$ cat config.mk
export PLATFORM = sky130hd
export DESIGN_NAME = kwrm_rms_unit
export DESIGN_NICKNAME = d
export VERILOG_FILES = /design/src/hw/rtl/kwrm_pkg.sv /design/src/hw/rtl/kwrm_rms_unit.sv
export SDC_FILE = /design/constraint.sdc
export NUM_CORES = 1
export LEC_CHECK = 0
export BUFFER_PORTS_ARGS = -buffer_cell sky130_fd_sc_hd__buf_2
export CELL_PAD_IN_SITES_DETAIL_PLACEMENT = 0
export CELL_PAD_IN_SITES_GLOBAL_PLACEMENT = 2
export CORE_MARGIN = 4
export CORE_UTILIZATION = 42
export DETAILED_ROUTE_END_ITERATION = 10
export PLACE_DENSITY = 0.9
export SLEW_MARGIN = 10
export SYNTH_ARGS = -nofsm -noshare
export SYNTH_HDL_FRONTEND = slang
export SYNTH_SLANG_ARGS = --single-unit
$ cat constraint.sdc
create_clock -name clk -period 19.2 [get_ports clk]
set_clock_uncertainty 0.1 [all_clocks]
set_input_delay 3.84 -clock clk [delete_from_list [all_inputs] [get_ports clk]]
set_output_delay 3.84 -clock clk [all_outputs]
set_load 0.01 [all_outputs]
$ cat src/hw/rtl/kwrm_pkg.sv
`timescale 1ns / 1ps
`default_nettype none
// ----------------------------------------------------------------------------
// kwrm_pkg
// Shared widths, register indexes, filter coefficients and helper functions
// of the K-weighted RMS meter.
// ----------------------------------------------------------------------------
package kwrm_pkg;

  localparam int MAX_CHANNELS = 8;
  localparam int CH_W         = 3;
  localparam int CNT_W        = 4;
  localparam int SAMPLE_W     = 24;
  localparam int SIG_W        = 28;
  localparam int OP_W         = 32;
  localparam int ACC_W        = 64;
  localparam int SQ_W         = 55;
  localparam int SUM_W        = 96;
  localparam int FRAME_W      = 32;
  localparam int RMS_W        = 24;
  localparam int CFG_IDX_W    = 2;
  localparam int CFG_DATA_W   = 4;

  localparam logic [CFG_IDX_W-1:0] REG_WEIGHTING_MODE = 2'd0;
  localparam logic [CFG_IDX_W-1:0] REG_CHANNEL_COUNT  = 2'd1;

  // Q3.28 coefficients; feedback terms are stored negated so every term adds
  localparam logic signed [OP_W-1:0] S1_B0     = 32'sd412081942;
  localparam logic signed [OP_W-1:0] S1_B1     = -32'sd722546694;
  localparam logic signed [OP_W-1:0] S1_B2     = 32'sd321691121;
  localparam logic signed [OP_W-1:0] S1_NEG_A1 = 32'sd453832898;
  localparam logic signed [OP_W-1:0] S1_NEG_A2 = -32'sd196623811;
  localparam logic signed [OP_W-1:0] S2_B0     = 32'sd268435456;
  localparam logic signed [OP_W-1:0] S2_B1     = -32'sd536870912;
  localparam logic signed [OP_W-1:0] S2_B2     = 32'sd268435456;
  localparam logic signed [OP_W-1:0] S2_NEG_A1 = 32'sd534199296;
  localparam logic signed [OP_W-1:0] S2_NEG_A2 = -32'sd265770496;

  localparam logic signed [ACC_W-1:0] SIG_MAX = 64'sd134217727;
  localparam logic signed [ACC_W-1:0] SIG_MIN = -64'sd134217728;
  localparam logic signed [ACC_W-1:0] ROUND_HALF = 64'sd134217728;

  // round half up, drop 28 fraction bits, saturate to the signal range
  function automatic logic signed [SIG_W-1:0] round_sat(input logic signed [ACC_W-1:0] acc);
    logic signed [ACC_W-1:0] t;
    t = (acc + ROUND_HALF) >>> 28;
    if (t > SIG_MAX) begin
      t = SIG_MAX;
    end else if (t < SIG_MIN) begin
      t = SIG_MIN;
    end
    return t[SIG_W-1:0];
  endfunction

  // zero counts as one, anything above the channel limit is clamped
  function automatic logic [CNT_W-1:0] clamp_count(input logic [CNT_W-1:0] cc);
    logic [CNT_W-1:0] c;
    c = cc;
    if (c == '0) begin
      c = CNT_W'(1);
    end else if (c > CNT_W'(MAX_CHANNELS)) begin
      c = CNT_W'(MAX_CHANNELS);
    end
    return c;
  endfunction

endpackage
`default_nettype wire

$ cat src/hw/rtl/kwrm_rms_unit.sv
`timescale 1ns / 1ps
`default_nettype none
// ----------------------------------------------------------------------------
// kwrm_rms_unit
// Bit-serial restoring divide of a sum of squares by the frame count, then a
// two-bits-per-step integer square root of mean/4. Saturates to all ones.
// ----------------------------------------------------------------------------
module kwrm_rms_unit (
  input  wire logic                         clk,
  input  wire logic                         rst,
  input  wire logic                         start,
  input  wire logic [kwrm_pkg::SUM_W-1:0]   sum,
  input  wire logic [kwrm_pkg::FRAME_W-1:0] frames,
  output logic                              done,
  output logic [kwrm_pkg::RMS_W-1:0]        rms
);
  import kwrm_pkg::*;

  localparam int ROOT_W = 48;
  localparam int DIV_CNT_W = $clog2(SUM_W);

  typedef enum logic [1:0] {IDLE, DIVIDE, ROOT} state_t;

  state_t                 state;
  logic [SUM_W-1:0]       dividend;
  logic [SUM_W-1:0]       quot;
  logic [FRAME_W-1:0]     rem;
  logic [FRAME_W-1:0]     divisor;
  logic [DIV_CNT_W-1:0]   bit_cnt;
  logic [ROOT_W-1:0]      rad;
  logic [ROOT_W-1:0]      root;
  logic [ROOT_W-1:0]      root_bit;

  logic [FRAME_W:0]       trial;
  logic [ROOT_W-1:0]      root_trial;
  logic [SUM_W-1:0]       quot_next;

  assign trial      = {rem, dividend[SUM_W-1]};
  assign root_trial = root + root_bit;
  assign quot_next  = {quot[SUM_W-2:0], trial >= {1'b0, divisor}};

  always_ff @(posedge clk) begin
    if (rst) begin
      state <= IDLE;
      done  <= 1'b0;
    end else begin
      done <= 1'b0;
      unique case (state)
        IDLE: begin
          if (start) begin
            dividend <= sum;
            divisor  <= frames;
            quot     <= '0;
            rem      <= '0;
            bit_cnt  <= DIV_CNT_W'(SUM_W - 1);
            if (frames == '0) begin
              rms  <= '0;
              done <= 1'b1;
            end else begin
              state <= DIVIDE;
            end
          end
        end
        DIVIDE: begin
          dividend <= {dividend[SUM_W-2:0], 1'b0};
          quot     <= quot_next;
          // remainder stays below the divisor, so it fits the frame width
          rem      <= (trial >= {1'b0, divisor}) ? FRAME_W'(trial - {1'b0, divisor})
                                                 : FRAME_W'(trial);
          if (bit_cnt == '0) begin
            if (quot_next[SUM_W-1:50] != '0) begin
              rms   <= '1;
              done  <= 1'b1;
              state <= IDLE;
            end else begin
              rad      <= quot_next[49:2];
              root     <= '0;
              root_bit <= ROOT_W'(1) << 46;
              state    <= ROOT;
            end
          end else begin
            bit_cnt <= bit_cnt - 1'b1;
          end
        end
        ROOT: begin
          if (rad >= root_trial) begin
            rad  <= rad - root_trial;
            root <= (root >> 1) + root_bit;
          end else begin
            root <= root >> 1;
          end
          root_bit <= root_bit >> 2;
          if (root_bit[0]) begin
            rms   <= (rad >= root_trial) ? RMS_W'((root >> 1) + root_bit)
                                         : RMS_W'(root >> 1);
            done  <= 1'b1;
            state <= IDLE;
          end
        end
        default: state <= IDLE;
      endcase
    end
  end

endmodule
`default_nettype wire

==> impl_metrics.py, run 1 <==
metrics = {
    "outcome": {
        "status": "finished clean",
    },
    "clocking": {
        "cts_setup_buffers": 0,
        "worstSkewPairLatency_ns": 0.60,
        "cts_tree": "yes",
        "clk_pin_slew_ns": 0.06,
        "cts_hold_buf": 0,
        "cts_root_buf": "clkbuf_16",
        "cts.sinks": 409,
        "cts_buffer_depth": 3,
        "cts_resized": 0,
        "htree_levels": 2,
        "numCtsBuffers": 47,
    },
    "power": {
        "finalPower_mw": 2.542,
        "vdd_drop_max_mv": 0.07288,
        "powerDensity_nw_per_um2": 92.51,
        "p_leak_nw": 10.14,
    },
    "floorplanning": {
        "ioPinCount": 156,
        "core_area_um2": 57700,
        "start_util": 0.4242,
        "die_h_um": 249.4,
        "die-width_um": 249.4,
        "dieArea_um2": 62200,
        "rows": 88,
    },
    "sta": {
        "slew_violations": 0,
        "finalWorstSetupSlack_ns": 12.12,
        "fin_setup_tns_ns": 0,
        "rsz0062_at_grt": "no",
        "period_share": 0.3688,
        "tightestPinTransition_ns": 1.031,
        "hold_viol_final": 0,
        "setup_viol": 0,
        "min_period_ns": 7.080,
        "fmax_mhz": 141.2,
        "slew-limit-headroom": 0.3067,
    },
    "critical_path": {
        "cp.required_ns": 19.31,
        "cp-start-kind": "flop",
        "path_max_fanout": 48,
        "worstSetupStartpoint": "root_bit[0]",
        "rr_startpoint": "root_bit[0]",
        "arrival_ns": 7.19,
        "worstSetupPathType": "flop to flop",
        "end_kind": "flop",
    },
    "place": {
        "place_congestion": 0.8659,
        "numPortBuffers": 155,
        "dp.cells": 3054,
        "dp_hpwl_um": 39560,
        "pre_cts_ws_ns": 12.08,
    },
    "yosys": {
        "syn_nets": 2481,
        "ys_ff_latch": 409,
        "synth_xor_area_frac": 0.05118,
        "synthArstFlopShare": 0,
        "yosys.area_share.adder": 0.07117,
        "synth_top_area_frac": 0.4982,
        "synth-simple-area-share": 0.1437,
        "synth_ff_type": "edfxtp_1",
        "synth-edff-count": 406,
        "synthesis.area_um2": 24470,
        "synth_top_area_cell": "edfxtp_1",
        "ys_warn_count": 0,
        "synth_compound_area_frac": 0.1395,
        "ys_types": 87,
        "ys_top_cells_by_area": "edfxtp_1, ha_1, mux2_2, and2_1, xnor2_1",
        "avgSynthCellArea_um2": 11.06,
        "postSynthCellCount": 2212,
        "yosys-mux-area-fraction": 0.06339,
        "ys_seq_area_frac": 0.5006,
        "synth_top_family_by_area": "simple AND/OR/NAND/NOR gates",
    },
    "final_layout": {
        "post-route-util": 0.4763,
        "nets": 2607,
        "area_growth_pct": 12.28,
        "final_cell_count_no_fill": 3147,
        "drive_gt1_frac": 0.1785,
        "n_fill_cell": 5303,
    },
    "drt": {
        "drt-met1-wl_um": 26260,
        "dr_wl_met3_um": 3271,
        "wl_per_cell_um": 17.75,
        "avgViaCountPerCell": 5.540,
        "drtIter0Drc": 1102,
        "highest_layer": "met5",
        "drt_wl_total_um": 55870,
        "vias": 17430,
        "first_pass_iters": 5,
        "wl_met2_um": 24870,
        "ant_nets": 0,
        "drc": 0,
    },
    "global_routing": {
        "antenna_found_initial": 10,
        "grt_usage": 0.1745,
        "grt_max_degree": 99,
        "grt_pass1_wl_um": 90550,
        "grt-ovfl-total": 0,
        "grt_pass1_vias": 17300,
    },
    "worst_hold_path": {
        "min_from": "dividend[71]",
        "hold_class": "flop to flop",
    },
    "flow_run": {
        "maxCapViolCount": 0,
    },
}
synthesized netlist by cell type, drive strengths merged, types with 23 or more instances:
cell,number
a211oi,23
a21o,62
a21oi,142
a31oi,41
and2,125
buf,34
clkbuf,60
edfxtp,406
ha,136
inv,68
mux2,128
nand2,168
nand3,36
nand4,44
nor2,148
nor3,51
nor4,25
o21ai,116
xnor2,81
xor2,62
critical path: stages, from the launching register on:
cell and delay (ns):
edfxtp_1 0.51, ha_1 0.23, ha_1 0.19, a21oi_1 0.12
o21ai_0 0.52, a32oi_1 0.24, o21bai_1 0.34, a21oi_1 0.16
o311ai_0 0.55, a21oi_1 0.19, nor2b_1 0.16, xnor2_1 0.10
ha_1 0.43, nand4_1 0.24, or4_1 0.58, a21oi_2 0.13
nor3_2 0.06, buf_4 0.24, nor2_2 0.22, buf_4 0.38
nand2_1 0.18, a21oi_4 0.14, buf_4 0.54
layer usage:
layer,GRT usage,up-vias
li1,-,8597
met1,0.2450,8338
met2,0.2732,402
met3,0.03835,93
met4,0.05132,4
met5,0,-
final cells by class:
type / count / area, um^2 / area share
Multi-Input combinational cell: 1639 / 11550 / 0.4205
Sequential cell: 409 / 12250 / 0.4459
Timing Repair Buffer: 172 / 903.4 / 0.03288
Inverter: 69 / 259.0 / 0.009426
Antenna cell: 7 / 17.52 / 0.0006375
Clock buffer: 51 / 1191 / 0.04335
Tap cell: 765 / 957.2 / 0.03483
Clock inverter: 35 / 342.8 / 0.01248
cells by family (layout without fill, tap and decap cells):
group / Yosys count / in the layout
XOR/XNOR: 143 / 143
other: 0 / 7
AND/OR/NAND/NOR: 695 / 695
multiplexers: 139 / 139
flip-flops: 409 / 409
AO/OA/AOI/OAI: 524 / 524
buffers and inverters: 164 / 327
adder cells (fa/ha/maj): 138 / 138
cell usage in the layout, fill, tap and decap left out, types with 12 or more instances in the layout:
cell type / count
nand3_1: 36
buf_2: 155
clkinv_2: 13
nor2_1: 144
nand4_1: 44
and2_1: 124
nand2b_1: 17
a31oi_1: 41
a21oi_1: 139
inv_1: 68
and3_1: 21
ha_1: 134
nand2_1: 167
o21a_1: 19
a211oi_1: 21
o21ai_0: 114
xor2_1: 62
or3_1: 13
xnor2_1: 81
buf_4: 17
o21bai_1: 19
o211ai_1: 12
nor3_1: 48
a21o_1: 59
mux2_2: 128
clkbuf_16: 47
nor4_1: 25
nor2b_1: 13
edfxtp_1: 406
worst paths after layout:
check        slack [ns]           end  cells past startpoint
min                0.44  dividend[72]                      1
max reg2reg       12.12       rad[22]                     22
max               12.12       rad[22]                     22
min reg2reg        0.44  dividend[72]                      1
flip-flops by register name (all words and copies together), names as in the netlist:
name,cells
quot,95
divisor,32
rem,32
bit_cnt,7
dividend,96
root,48
done,1
rad,48
state,2
root_bit,24
rms,24
metrics by stage:
stage          hold slack, ns  cell area, um^2
2_1_floorplan          0.4008            24470
3_3_place_gp           0.4096            25930
3_5_place_dp           0.4307            25930
4_1_cts                0.4475            27460
5_1_grt                0.4606            27470
6_report               0.4427            27480
where the power goes:
group	leakage, nW	switching (mW)	internal, mW
logic	5.57	0.328	0.218
registers	3.83	0.0339	1.07
clock network	0.744	0.381	0.507
total	10.1	0.743	1.80
Note: power is estimated with default switching activity, not from simulation.
==> run 2, diff against run 1 <==
--- a/config.mk
+++ b/config.mk
@@ -5,11 +5,12 @@
 export SDC_FILE = /design/constraint.sdc
 export NUM_CORES = 1
 export LEC_CHECK = 0
+export ABC_AREA = 1
 export BUFFER_PORTS_ARGS = -buffer_cell sky130_fd_sc_hd__buf_2
 export CELL_PAD_IN_SITES_DETAIL_PLACEMENT = 0
 export CELL_PAD_IN_SITES_GLOBAL_PLACEMENT = 2
 export CORE_MARGIN = 4
-export CORE_UTILIZATION = 42
+export CORE_UTILIZATION = 37
 export DETAILED_ROUTE_END_ITERATION = 10
 export PLACE_DENSITY = 0.9
 export SLEW_MARGIN = 10
==> constraint.sdc (replaced) <==
create_clock -name clk -period 6.99 [get_ports clk]
set_clock_uncertainty 0.1 [all_clocks]
set_input_delay 1.398 -clock clk [delete_from_list [all_inputs] [get_ports clk]]
set_output_delay 1.398 -clock clk [all_outputs]
set_load 0.01 [all_outputs]
==> impl_metrics.py, run 2 <==
metrics = {
    "floorplanning": {
        "die_h_um": 283.6,
        "start_util": 0.3757,
        "core_area_um2": 74820,
        "dieArea_um2": 80450,
        "ioPinCount": 156,
        "rows": 100,
        "die-width_um": 283.6,
    },
    "power": {
        "swShare": 0.4762,
        "power.internal_mw": 7.658,
        "power.share.sequential": 0.292,
        "p_leak_nw": 14.81,
        "comb_power_share": 0.529,
        "finalPower_mw": 14.62,
        "switchingPower_mw": 6.962,
        "powerDensity_nw_per_um2": 462.6,
        "p_clk_frac": 0.179,
        "vdd_drop_max_mv": 0.2381,
    },
    "outcome": {
        "status": "finished clean",
    },
    "yosys": {
        "yosys-top-cells-count": "nand2_1, inv_1, edfxtp_1",
        "synth_top_area_frac": 0.4337,
        "synth_top_area_cell": "edfxtp_1",
        "avgSynthCellArea_um2": 7.452,
        "ys_ff_latch": 409,
        "synthArstFlopShare": 0,
        "ys_top_cells_by_area": "edfxtp_1, nand2_1, inv_1, ha_1, nor2_1",
        "ys_seq_area_frac": 0.4358,
        "ys_types": 50,
        "synthesis.area_um2": 28110,
        "synth_ff_type": "edfxtp_1",
        "synth.most_common_cell": "nand2_1",
        "postSynthCellCount": 3772,
        "syn_nets": 4041,
        "synth-edff-count": 406,
        "ys_warn_count": 0,
    },
    "sta": {
        "period_share": 0.8393,
        "min_period_ns": 5.867,
        "finalWorstSetupSlack_ns": 1.123,
        "hold_viol_final": 0,
        "fmax_mhz": 170.4,
        "setup_viol": 0,
        "rsz0062_at_grt": "no",
        "tightestPinTransition_ns": 1.113,
        "slew_violations": 0,
        "hold-worst-slack_ns": 0.4084,
        "slew-limit-headroom": 0.2581,
    },
    "place": {
        "place_congestion": 0.9442,
        "numPortBuffers": 155,
        "placed_area_um2": 29960,
        "pre_cts_ws_ns": 1.160,
        "dp_hpwl_um": 70290,
    },
    "drt": {
        "drtIter0Drc": 2061,
        "drt_wl_total_um": 90400,
        "first_pass_iters": 6,
        "vias": 24760,
        "drc": 0,
        "ant_nets": 0,
        "wl_per_cell_um": 18.34,
        "avgViaCountPerCell": 5.023,
    },
    "critical_path": {
        "cp-start-kind": "flop",
        "rrSetupSlack_ns": 1.12,
        "path_max_fanout": 31,
        "path_buf_inv": 4,
        "slowest_stage": "inv_2",
        "end_kind": "flop",
        "crit_family": "simple AND/OR/NAND/NOR gates",
        "slowest_delay_ns": 0.60,
        "crit_chain": "ha_1, nand2_1, o21ai_0, nand2_1, o21ai_0, a21oi_1, o21ai_1, nand3_1, nand3b_1, nand2_1, ha_1, nand2_1, inv_2, nand2_2, nor3_2, nand3_1, clkinv_1, nand2_2, nand2_2, nor2_8, nand2_2, nand4_1, inv_2, buf_4",
        "arrival_ns": 6.05,
        "cp.required_ns": 7.17,
        "worstSetupPathType": "flop to flop",
    },
    "clocking": {
        "clk_pin_slew_ns": 0.06,
        "cts.sinks": 409,
        "cts_tree": "yes",
        "numCtsBuffers": 50,
        "cts_root_buf": "clkbuf_16",
        "cts_setup_buffers": 0,
        "htree_levels": 2,
        "cts_hold_buf": 0,
        "worstSkewPairLatency_ns": 0.61,
        "cts_resized": 0,
        "cts_buffer_depth": 3,
    },
    "global_routing": {
        "grt-ovfl-total": 0,
        "grt_pass1_wl_um": 139100,
        "grt_usage": 0.2182,
        "grt_max_degree": 130,
        "grt_pass1_vias": 23960,
        "antenna_found_initial": 5,
    },
    "final_layout": {
        "drive_gt1_frac": 0.07758,
        "largestRegisters": "dividend x96, quot x95",
        "fin_area_um2": 31610,
        "post-route-util": 0.4224,
        "largest_reg_flops": 96,
        "layout_common_cells": "nand2_1, inv_1, edfxtp_1",
        "regMostFlops": "dividend",
        "final_common_cell": "nand2_1",
        "nets": 4189,
        "area_growth_pct": 12.44,
    },
    "worst_hold_path": {
        "hold_class": "flop to flop",
    },
    "flow_run": {
        "maxCapViolCount": 0,
    },
}
==> run 2: cell count changes after synthesis, sizes merged, moves of 19 or more <==
cell,change
nand2,+1143
inv,+473
nor2,+254
nand3,+180
mux2,-128
and2,-123
a21o,-53
o21ai,+50
xnor2,-47
a21oi,+42
nand3b,+35
a31oi,-28
a211oi,-23
and3,-19
==> run 2: layout make-up <==
type                       count  area [um^2]
fill                        7838        43210
multi-input combinational   2746        13550
sequential                   409        12250
inverter                     542         2039
clock buffer                  58         1333
tap                          969         1212
timing repair buffer         171        908.4
clock inverter                31        302.8
antenna                        4        10.01
==> run 2: cell families (layout without fill, tap and decap cells) <==
| family | after synthesis | in the layout | synth area share |
|---|---|---|---|
| buffers and inverters | 617 | 802 | 0.08466 |
| and+or+nand+nor | 2090 | 2090 | 0.3065 |
| DFF | 409 | 409 | 0.4358 |
| adders and majority gates | 138 | 138 | 0.06196 |
| AOI/OAI and AO/OA | 424 | 424 | 0.08172 |
| other | 0 | 4 | 0 |
| xor gates and xnor gates | 94 | 94 | 0.02929 |
==> run 2: worst paths after layout <==
kind | startpoint | endpoint | depth (start not counted)
max | root[24] | rad[10] | 24
min | quot[0] | quot[1] | 2
max reg2reg | root[24] | rad[10] | 24
min reg2reg | quot[0] | quot[1] | 2
==> run 2: stage by stage <==
stage	setup TNS (ns)	cells
after floorplan	-63.19	3772
after global placement	0	4837
after detailed placement	0	4837
after CTS	0	4926
after global routing	0	4929
final	0	4930
==> run 2: per-layer routing <==
metal | up-vias | GRT usage | wire, um
met3 | 99 | 0.03261 | 5018
met2 | 625 | 0.3425 | 40090
met4 | 2 | 0.05079 | 1803
met5 | - | 0 | 11
met1 | 11450 | 0.3182 | 43480
li1 | 12580 | - | -
==> run 2: power by group through the flow <==
| stage | combinational (mW) | clock, mW | sequential, mW |
|---|---|---|---|
| after detailed placement | 7.71 | 0 | 4.31 |
| after floorplan | 5.42 | 0 | 4.25 |
| after global placement | 7.77 | 0 | 4.30 |
| after CTS | 7.76 | 2.68 | 4.28 |
| final | 7.74 | 2.61 | 4.27 |
| after global routing | 8.70 | 2.79 | 4.35 |
==> run 2: worst reg2reg max path, stage by stage, from the launching register on <==
cell and delay (ns):
edfxtp_1 0.52, ha_1 0.41, nand2_1 0.08, o21ai_0 0.47
nand2_1 0.21, o21ai_0 0.13, a21oi_1 0.06, o21ai_1 0.28
nand3_1 0.19, nand3b_1 0.13, nand2_1 0.06, ha_1 0.34
nand2_1 0.11, inv_2 0.07, nand2_2 0.07, nor3_2 0.24
nand3_1 0.20, clkinv_1 0.09, nand2_2 0.21, nand2_2 0.20
nor2_8 0.09, nand2_2 0.14, nand4_1 0.12, inv_2 0.60
buf_4 0.43
